$ cat config.mk
export PLATFORM = sky130hd
export DESIGN_NAME = newton_square_root_top_flat
export DESIGN_NICKNAME = d
export VERILOG_FILES = /design/src/hdl/nsr_pkg.sv /design/src/hdl/nsr_if.sv /design/src/hdl/nsr_divider.sv /design/src/hdl/nsr_ctrl.sv /design/src/hdl/newton_square_root_top.sv /design/src/flat_wrapper.sv
export SDC_FILE = /design/constraint.sdc
export NUM_CORES = 1
export LEC_CHECK = 0
export BUFFER_PORTS_ARGS = -buffer_cell sky130_fd_sc_hd__clkbuf_2
export CORE_ASPECT_RATIO = 1.2
export CORE_UTILIZATION = 57
export DETAILED_ROUTE_END_ITERATION = 10
export GPL_ROUTABILITY_DRIVEN = 0
export PLACE_DENSITY = 0.77
export SYNTH_ARGS = -nofsm -noshare
export SYNTH_HDL_FRONTEND = slang
export SYNTH_HIERARCHICAL = 1
export SYNTH_SLANG_ARGS = --single-unit
$ cat constraint.sdc
create_clock -name clk -period 3.05 [get_ports clk]
set_clock_uncertainty 0.1 [all_clocks]
set_input_delay 0.61 -clock clk [delete_from_list [all_inputs] [get_ports clk]]
set_output_delay 0.61 -clock clk [all_outputs]
set_load 0.01 [all_outputs]
$ cat src/hdl/nsr_pkg.sv
// Shared constants and types for the Newton square root block.
package nsr_pkg;

    // Fixed field widths
    localparam int OPER_W  = 32;
    localparam int ROOT_W  = 25;
    localparam int COUNT_W = 6;
    localparam int TOL_W   = 16;

    // Register reset value and parameter defaults
    localparam logic [TOL_W-1:0] TOL_RESET = TOL_W'(1);
    localparam int FRAC_BITS_DEF = 16;
    localparam int MAX_ITER_DEF  = 32;

    // Saturation limits of the result fields
    localparam logic [OPER_W-1:0]  ROOT_MAX  = OPER_W'({ROOT_W{1'b1}});
    localparam logic [COUNT_W-1:0] COUNT_MAX = {COUNT_W{1'b1}};

    // Sequencer to divider
    typedef struct packed {
        logic              start;
        logic [OPER_W-1:0] dividend;
        logic [OPER_W-1:0] divisor;
    } div_req_t;

    // Divider to sequencer
    typedef struct packed {
        logic              done;
        logic [OPER_W-1:0] quotient;
    } div_rsp_t;

endpackage

$ cat src/hdl/nsr_if.sv
// Valid/ready channel interfaces for operand and result words.
interface nsr_operand_if;
    import nsr_pkg::*;

    logic              valid;
    logic              ready;
    logic [OPER_W-1:0] operand;

    modport source (output valid, output operand, input ready);
    modport sink   (input valid, input operand, output ready);
endinterface

interface nsr_result_if;
    import nsr_pkg::*;

    logic               valid;
    logic               ready;
    logic [ROOT_W-1:0]  root;
    logic [COUNT_W-1:0] step_count;
    logic               limit_reached;

    modport source (output valid, output root, output step_count, output limit_reached,
                    input ready);
    modport sink   (input valid, input root, input step_count, input limit_reached,
                    output ready);
endinterface

$ cat src/hdl/nsr_divider.sv
// Bit-serial restoring divider: (dividend << FRAC_BITS) / divisor, one bit per cycle.
module nsr_divider #(
    parameter int FRAC_BITS = nsr_pkg::FRAC_BITS_DEF
) (
    input  logic              clk,
    input  logic              rst_n,
    input  nsr_pkg::div_req_t div_req,
    output nsr_pkg::div_rsp_t div_rsp
);
    import nsr_pkg::*;

    localparam int TOTAL = OPER_W + FRAC_BITS;
    localparam int CNT_W = $clog2(TOTAL);

    typedef enum logic {ST_IDLE, ST_RUN} state_t;

    state_t            state_reg, state_next;
    logic [OPER_W-1:0] num_reg, num_next;
    logic [OPER_W-1:0] rem_reg, rem_next;
    logic [OPER_W-1:0] quo_reg, quo_next;
    logic [OPER_W-1:0] div_reg, div_next;
    logic [CNT_W-1:0]  cnt_reg, cnt_next;
    logic              done_reg, done_next;

    logic [OPER_W:0]   trial;
    logic [OPER_W:0]   diff;

    // Shift the next dividend bit into the partial remainder and try a subtract
    assign trial = {rem_reg, num_reg[OPER_W-1]};
    assign diff  = trial - {1'b0, div_reg};

    always_comb
    begin
        state_next = state_reg;
        num_next   = num_reg;
        rem_next   = rem_reg;
        quo_next   = quo_reg;
        div_next   = div_reg;
        cnt_next   = cnt_reg;
        done_next  = 1'b0;
        unique case (state_reg)
            ST_IDLE:
            begin
                if (div_req.start)
                begin
                    num_next   = div_req.dividend;
                    rem_next   = '0;
                    quo_next   = '0;
                    div_next   = (div_req.divisor == '0) ? OPER_W'(1) : div_req.divisor;
                    cnt_next   = '0;
                    state_next = ST_RUN;
                end
            end
            ST_RUN:
            begin
                // zeros enter behind the dividend and supply the fraction bits
                num_next = {num_reg[OPER_W-2:0], 1'b0};
                if (!diff[OPER_W])
                begin
                    rem_next = diff[OPER_W-1:0];
                    quo_next = {quo_reg[OPER_W-2:0], 1'b1};
                end
                else
                begin
                    rem_next = trial[OPER_W-1:0];
                    quo_next = {quo_reg[OPER_W-2:0], 1'b0};
                end
                cnt_next = cnt_reg + CNT_W'(1);
                if (cnt_reg == CNT_W'(TOTAL - 1))
                begin
                    done_next  = 1'b1;
                    state_next = ST_IDLE;
                end
            end
            default:
            begin
                state_next = ST_IDLE;
            end
        endcase
    end

    always_ff @(posedge clk or negedge rst_n)
    begin
        if (!rst_n)
        begin
            state_reg <= ST_IDLE;
            num_reg   <= '0;
            rem_reg   <= '0;
            quo_reg   <= '0;
            div_reg   <= '0;
            cnt_reg   <= '0;
            done_reg  <= 1'b0;
        end
        else
        begin
            state_reg <= state_next;
            num_reg   <= num_next;
            rem_reg   <= rem_next;
            quo_reg   <= quo_next;
            div_reg   <= div_next;
            cnt_reg   <= cnt_next;
            done_reg  <= done_next;
        end
    end

    assign div_rsp.done     = done_reg;
    assign div_rsp.quotient = quo_reg;

endmodule

$ cat src/hdl/nsr_ctrl.sv
// Newton iteration sequencer: guess update, convergence test and result register.
module nsr_ctrl #(
    parameter int FRAC_BITS = nsr_pkg::FRAC_BITS_DEF,
    parameter int MAX_ITER  = nsr_pkg::MAX_ITER_DEF
) (
    input  logic                       clk,
    input  logic                       rst_n,
    input  logic [nsr_pkg::TOL_W-1:0]  tolerance,
    nsr_operand_if.sink                request,
    nsr_result_if.source               result,
    output nsr_pkg::div_req_t          div_req,
    input  nsr_pkg::div_rsp_t          div_rsp
);
    import nsr_pkg::*;

    localparam int STEP_W = $clog2(MAX_ITER + 1);
    localparam int SAT_W  = (STEP_W > COUNT_W) ? STEP_W : COUNT_W;
    localparam logic [OPER_W-1:0] GUESS_ONE = OPER_W'(1) << FRAC_BITS;

    typedef enum logic [2:0] {ST_IDLE, ST_DIV, ST_UPD, ST_DIFF, ST_TEST, ST_DONE} state_t;

    state_t             state_reg, state_next;
    logic [OPER_W-1:0]  op_reg, op_next;
    logic [OPER_W-1:0]  guess_reg, guess_next;
    logic [OPER_W-1:0]  quo_reg, quo_next;
    logic [OPER_W-1:0]  new_reg, new_next;
    logic [OPER_W-1:0]  diff_reg, diff_next;
    logic [STEP_W-1:0]  step_reg, step_next;
    logic               limit_reg, limit_next;
    logic               start_reg, start_next;
    logic               res_valid_reg, res_valid_next;
    logic [ROOT_W-1:0]  res_root_reg, res_root_next;
    logic [COUNT_W-1:0] res_count_reg, res_count_next;
    logic               res_limit_reg, res_limit_next;

    logic [OPER_W:0]    sum;
    logic [SAT_W-1:0]   step_wide;

    assign sum       = {1'b0, guess_reg} + {1'b0, quo_reg};
    assign step_wide = SAT_W'(step_reg);

    always_comb
    begin
        state_next     = state_reg;
        op_next        = op_reg;
        guess_next     = guess_reg;
        quo_next       = quo_reg;
        new_next       = new_reg;
        diff_next      = diff_reg;
        step_next      = step_reg;
        limit_next     = limit_reg;
        start_next     = 1'b0;
        res_root_next  = res_root_reg;
        res_count_next = res_count_reg;
        res_limit_next = res_limit_reg;
        // drop the output word once taken
        res_valid_next = res_valid_reg && !result.ready;
        unique case (state_reg)
            ST_IDLE:
            begin
                if (request.valid)
                begin
                    if (request.operand == '0)
                    begin
                        new_next   = '0;
                        step_next  = '0;
                        limit_next = 1'b0;
                        state_next = ST_DONE;
                    end
                    else
                    begin
                        op_next    = request.operand;
                        guess_next = GUESS_ONE;
                        step_next  = '0;
                        start_next = 1'b1;
                        state_next = ST_DIV;
                    end
                end
            end
            ST_DIV:
            begin
                if (div_rsp.done)
                begin
                    quo_next   = div_rsp.quotient;
                    state_next = ST_UPD;
                end
            end
            ST_UPD:
            begin
                // average guess and quotient, truncating
                new_next   = sum[OPER_W:1];
                step_next  = step_reg + STEP_W'(1);
                state_next = ST_DIFF;
            end
            ST_DIFF:
            begin
                diff_next  = (new_reg >= guess_reg) ? (new_reg - guess_reg)
                                                    : (guess_reg - new_reg);
                state_next = ST_TEST;
            end
            ST_TEST:
            begin
                if (diff_reg <= OPER_W'(tolerance))
                begin
                    limit_next = 1'b0;
                    state_next = ST_DONE;
                end
                else if (step_reg == STEP_W'(MAX_ITER))
                begin
                    limit_next = 1'b1;
                    state_next = ST_DONE;
                end
                else
                begin
                    // advance to the next step
                    guess_next = new_reg;
                    start_next = 1'b1;
                    state_next = ST_DIV;
                end
            end
            ST_DONE:
            begin
                // load the output word once the slot is free, saturating wide fields
                if (!res_valid_reg || result.ready)
                begin
                    res_valid_next = 1'b1;
                    res_root_next  = (new_reg > ROOT_MAX) ? ROOT_MAX[ROOT_W-1:0]
                                                          : new_reg[ROOT_W-1:0];
                    res_count_next = (step_wide > SAT_W'(COUNT_MAX)) ? COUNT_MAX
                                                                     : step_wide[COUNT_W-1:0];
                    res_limit_next = limit_reg;
                    state_next     = ST_IDLE;
                end
            end
            default:
            begin
                state_next = ST_IDLE;
            end
        endcase
    end

    always_ff @(posedge clk or negedge rst_n)
    begin
        if (!rst_n)
        begin
            state_reg     <= ST_IDLE;
            op_reg        <= '0;
            guess_reg     <= '0;
            quo_reg       <= '0;
            new_reg       <= '0;
            diff_reg      <= '0;
            step_reg      <= '0;
            limit_reg     <= 1'b0;
            start_reg     <= 1'b0;
            res_valid_reg <= 1'b0;
            res_root_reg  <= '0;
            res_count_reg <= '0;
            res_limit_reg <= 1'b0;
        end
        else
        begin
            state_reg     <= state_next;
            op_reg        <= op_next;
            guess_reg     <= guess_next;
            quo_reg       <= quo_next;
            new_reg       <= new_next;
            diff_reg      <= diff_next;
            step_reg      <= step_next;
            limit_reg     <= limit_next;
            start_reg     <= start_next;
            res_valid_reg <= res_valid_next;
            res_root_reg  <= res_root_next;
            res_count_reg <= res_count_next;
            res_limit_reg <= res_limit_next;
        end
    end

    assign request.ready = (state_reg == ST_IDLE);

    assign result.valid         = res_valid_reg;
    assign result.root          = res_root_reg;
    assign result.step_count    = res_count_reg;
    assign result.limit_reached = res_limit_reg;

    assign div_req.start    = start_reg;
    assign div_req.dividend = op_reg;
    assign div_req.divisor  = guess_reg;

endmodule

$ cat src/hdl/newton_square_root_top.sv
// Top level of the Newton square root block: tolerance register, sequencer and divider.
//
// Takes an unsigned fixed-point operand with FRAC_BITS fraction bits and returns its
// square root by Newton iteration, starting from a guess of 1.0 and stopping once the
// guess moves by no more than stop_tolerance LSBs or after MAX_ITER steps (then
// limit_reached is set). A zero operand returns zero with no steps. Each Newton step
// runs one division on a bit-serial divider that retires one quotient bit per cycle.
// One operand is in work at a time; the next is taken as soon as the result word has
// been moved into the output register, even while that word still waits to be taken.
// Write stop_tolerance through cfg_we/cfg_wdata only while the block is idle.
module newton_square_root_top #(
    parameter int FRAC_BITS = nsr_pkg::FRAC_BITS_DEF,
    parameter int MAX_ITER  = nsr_pkg::MAX_ITER_DEF
) (
    input  logic                      clk,
    input  logic                      rst_n,
    input  logic                      cfg_we,
    input  logic [nsr_pkg::TOL_W-1:0] cfg_wdata,
    nsr_operand_if.sink               request,
    nsr_result_if.source              result
);
    import nsr_pkg::*;

    logic [TOL_W-1:0] tol_reg;
    div_req_t         div_req;
    div_rsp_t         div_rsp;

    // Hold the stop tolerance
    always_ff @(posedge clk or negedge rst_n)
    begin
        if (!rst_n)
        begin
            tol_reg <= TOL_RESET;
        end
        else if (cfg_we)
        begin
            tol_reg <= cfg_wdata;
        end
    end

    nsr_ctrl #(
        .FRAC_BITS (FRAC_BITS),
        .MAX_ITER  (MAX_ITER)
    ) u_ctrl (
        .clk       (clk),
        .rst_n     (rst_n),
        .tolerance (tol_reg),
        .request   (request),
        .result    (result),
        .div_req   (div_req),
        .div_rsp   (div_rsp)
    );

    nsr_divider #(
        .FRAC_BITS (FRAC_BITS)
    ) u_divider (
        .clk     (clk),
        .rst_n   (rst_n),
        .div_req (div_req),
        .div_rsp (div_rsp)
    );

endmodule
$ cat src/flat_wrapper.sv
// flat-port wrapper written by rule: the top's interface ports become plain ports
module newton_square_root_top_flat import nsr_pkg::*;
#(
    parameter int FRAC_BITS = nsr_pkg::FRAC_BITS_DEF,
    parameter int MAX_ITER  = nsr_pkg::MAX_ITER_DEF
)
  (clk, rst_n, cfg_we, cfg_wdata, request_valid, request_operand, request_ready, result_valid, result_root, result_step_count, result_limit_reached, result_ready);
  nsr_operand_if request_i ();
  nsr_result_if result_i ();
  input  logic clk;
  input  logic rst_n;
  input  logic cfg_we;
  input  logic [nsr_pkg::TOL_W-1:0] cfg_wdata;
  input wire logic [$bits(request_i.valid)-1:0] request_valid;
  input wire logic [$bits(request_i.operand)-1:0] request_operand;
  output wire logic [$bits(request_i.ready)-1:0] request_ready;
  output wire logic [$bits(result_i.valid)-1:0] result_valid;
  output wire logic [$bits(result_i.root)-1:0] result_root;
  output wire logic [$bits(result_i.step_count)-1:0] result_step_count;
  output wire logic [$bits(result_i.limit_reached)-1:0] result_limit_reached;
  input wire logic [$bits(result_i.ready)-1:0] result_ready;
  assign request_i.valid = request_valid;
  assign request_i.operand = request_operand;
  assign request_ready = request_i.ready;
  assign result_valid = result_i.valid;
  assign result_root = result_i.root;
  assign result_step_count = result_i.step_count;
  assign result_limit_reached = result_i.limit_reached;
  assign result_i.ready = result_ready;
  newton_square_root_top #(.FRAC_BITS(FRAC_BITS), .MAX_ITER(MAX_ITER)) u_core (.clk(clk), .rst_n(rst_n), .cfg_we(cfg_we), .cfg_wdata(cfg_wdata), .request(request_i), .result(result_i));
endmodule
==> flow_summary.toml <==
[setup_path]
r2r_setup_slack_ns = -0.38
r2r-start = "u_core/u_ctrl/guess_reg[4]$_DFFE_PN0P_"
crit_top_cell = "or4_4"
r2r_cells = 12
critPathMaxStageDelay_ns = 0.45
setup.worst_path.start = "u_core/u_ctrl/guess_reg[4]$_DFFE_PN0P_"
cp-start-kind = "flop"
crit_arrival_ns = 3.79
path_max_fanout = 5
endpoint_kind = "flop"
r2r_end = "u_core/u_ctrl/diff_reg[15]$_DFFE_PN0N_"
worstPathCellList = "inv_2, ha_4, a21o_1, or4_4, o211ai_4, nand2_4, a2111oi_4, buf_4, nor2_4, mux2_4, or4_4, a31o_1"
path_class = "reg2reg"
crit_required_ns = 3.40
slowest_stage = "or4_4"

[clock_network]
cts.reportedPaths.clkPinSlew_ns = 0.07
cts_tree = "yes"
cts.sinks = 356
max-clock-path-buffers = 3
insertion_delay_ns = 0.56
cts-root-buf = "clkbuf_16"
cts.htree.levels = 2
numCtsBuffers = 37

[finish]
final_common_cell = "nand2_1"
drive_gt1_frac = 0.2454
syn2layout_area_growth_pct = 23.33
final_cell_mix = "nand2_1 (421), dfrtp_1 (353), buf_4 (274)"
n_antenna_cell = 0
final_nets = 2916

[sta]
max-slew-margin-rel = 0.2778
setup_viol_count_final = 64
period_needed_ns = 3.433
timing.final.ws_setup_ns = -0.3834
fmax_ghz = 0.2913
final-max-slew-violation-count = 0
hold_ws_ns = 0.1511
post-route-period-util = 1.126
rsz0062_at_grt = "true"
hold_viol = 0
max_slew.worst_pin.slew_ns = 1.081

[floorplanning]
die_width_um = 181.2
die_y_um = 217.0
io_pins = 87
initial_core_util = 0.5800
rows = 78
core_area_sq_mm = 0.03787
die_area_sq_mm = 0.03932

[flow_run]
max_cap_violations = 0

[global_routing]
grt_max_degree = 86
grt_overflow = 0
grt_pass1_vias = 19300
grtUsageTotal = 0.3009
grt_first_pass_wirelength_um = 95740
antenna_found_initial = 1

[routing]
drt_iter0_markers = 1715
wl_per_cell_um = 19.36
dr.pass1.iters = 8
final_antenna_net_count = 0
drc = 0
finalWirelength_um = 62370
vias = 19690
via_per_inst = 6.110

[power_and_ir_drop]
vdd_drop_max_mv = 0.5139
p_int_w = 0.007651
powerDensity_mw_per_mm2 = 361.1
p_switching_w = 0.002131
pwr-share-comb = 0.023
switching_share = 0.2178
power_w = 0.009782
sequentialPowerShare = 0.486
p_leak_nw = 13.86
clkPwrFrac = 0.491

[synth]
synth_edf_count = 0
synthCells = 2411
ys_ff_latch = 356
synth_area_sq_mm = 0.02196
synth-main-ff-cell = "dfrtp_1"
async_flop_share = 1.000
synth_cell_types = 99
ys_seq_area_frac = 0.4057
syn-num-nets = 2613
yosysWarningCount = 6
syn_area_per_cell_sq_um = 9.109

[worst_hold_path]
min_path_type = "in2reg"
hold_start = "request_operand[16]"
timing.hold.worst_endpoint = "u_core/u_ctrl/op_reg[16]$_DFFE_PN0P_"
min_path_cells = 3

[placement]
dpl.hpwl_um = 42500
io_buffers = 86

[run_status]
violations = "setup timing"
status = "finished, violations left"
-- power groups by stage --
stage | combinational (W) | sequential (W) | clock [W]
after global routing | 0.000256 | 0.00476 | 0.00506
final | 0.000224 | 0.00476 | 0.00480
after global placement | 0.000220 | 0.00484 | 0
after CTS | 0.000231 | 0.00476 | 0.00486
after floorplan | 0.0000678 | 0.00484 | 0
after detailed placement | 0.000228 | 0.00484 | 0
-- cells by family (layout without fill, tap and decap cells) --
kind of cell	after synthesis	after routing	synth area share
compound gates	668	668	0.1935
xor+xnor	76	76	0.03031
fa+ha+maj	149	149	0.08625
buf+inv	278	609	0.05669
flops	356	356	0.4057
mux	165	165	0.08044
simple gates	719	719	0.1471
-- cell type report --
class / count / area (sq um)
Multi-Input combinational cell: 1777 / 12690
Clock inverter: 18 / 276.5
Fill cell: 2590 / 10780
Timing Repair Buffer: 392 / 3023
Tap cell: 480 / 600.6
Sequential cell: 356 / 8915
Inverter: 150 / 563.0
Clock buffer: 49 / 1021
-- how the worst max path moves through the flow --
stage                                                         to  slack [ns]
after floorplan           u_core/u_ctrl/diff_reg[15]$_DFFE_PN0N_       -0.32
after global placement    u_core/u_ctrl/diff_reg[15]$_DFFE_PN0N_       -0.30
after detailed placement  u_core/u_ctrl/diff_reg[29]$_DFFE_PN0N_       -0.36
after CTS                 u_core/u_ctrl/diff_reg[15]$_DFFE_PN0N_       -0.28
after global routing      u_core/u_ctrl/diff_reg[15]$_DFFE_PN0N_       -0.45
final                     u_core/u_ctrl/diff_reg[15]$_DFFE_PN0N_       -0.38
-- routing by layer --
metal / wire (um) / global-route usage / up-vias
met3: 3444 / 0.03648 / 290
met4: 3642 / 0.1449 / 0
li1: - / - / 9081
met5: 0 / 0 / -
met1: 24580 / 0.3616 / 9473
met2: 30710 / 0.5349 / 844
-- metrics by stage --
stage,setup TNS [ns],std cells,utilization,setup slack (ns),cell area [sq um]
final,-13.54,3222,0.7153,-0.3834,27090
after global routing,-19.84,3222,0.7153,-0.4471,27090
after CTS,-7.084,3196,0.6945,-0.2825,26300
after detailed placement,-11.43,3113,0.6473,-0.3601,24510
after global placement,-7.128,3113,0.6473,-0.2965,24510
after floorplan,-3.909,2411,-,-0.3205,22040
-- cell usage after synthesis (5+ instances only) --
master / n / area [sq um]
nand2_1: 424 / 1592
dfrtp_1: 355 / 8884
o21ai_0: 220 / 1101
inv_1: 148 / 555.5
ha_1: 145 / 1814
a21oi_1: 142 / 710.7
mux2i_1: 106 / 1061
clkbuf_1: 89 / 334.1
nor2_1: 81 / 304.0
a21o_1: 74 / 555.5
mux2_2: 47 / 529.3
xnor2_1: 47 / 411.6
nand3_1: 42 / 210.2
nand4_1: 29 / 181.4
xor2_1: 29 / 254.0
o22ai_1: 28 / 175.2
o22a_1: 25 / 219.0
nor4_1: 23 / 143.9
o21bai_1: 23 / 172.7
nor2b_1: 18 / 112.6
nor3_1: 18 / 90.09
o21a_1: 16 / 120.1
a31oi_1: 15 / 93.84
o211ai_1: 14 / 105.1
and3_1: 13 / 81.33
buf_2: 13 / 65.06
o31ai_1: 13 / 97.59
a211oi_1: 11 / 82.58
and2_1: 11 / 68.82
mux2_4: 11 / 165.2
nand2b_1: 11 / 68.82
or3_1: 11 / 68.82
buf_6: 10 / 112.6
o21ai_1: 10 / 50.05
a211o_1: 8 / 70.07
a22o_1: 6 / 52.55
and4_1: 6 / 52.55
or2_2: 6 / 37.54
clkbuf_8: 5 / 68.82
o221ai_1: 5 / 43.79
-- what timing repair did --
item	CTS	global route
gates resized for setup	79	122
endpoints found under the setup margin	96	107
hold buffers	1	0
buffers inserted	15	27
hold endpoints to repair	55	0
pin swaps	31	94
gates cloned	1	4
-- worst max-delay path: cells and delay by family, from the launching register on --
kind	cells	cell delay (ns)
buffers and inverters	2	0.30
and+or+nand+nor	4	1.05
AOI/OAI and AO/OA	4	0.96
adders and majority gates	1	0.21
muxes	1	0.31
DFF	1	0.39
No activity file was read; power rests on OpenSTA's default activity.
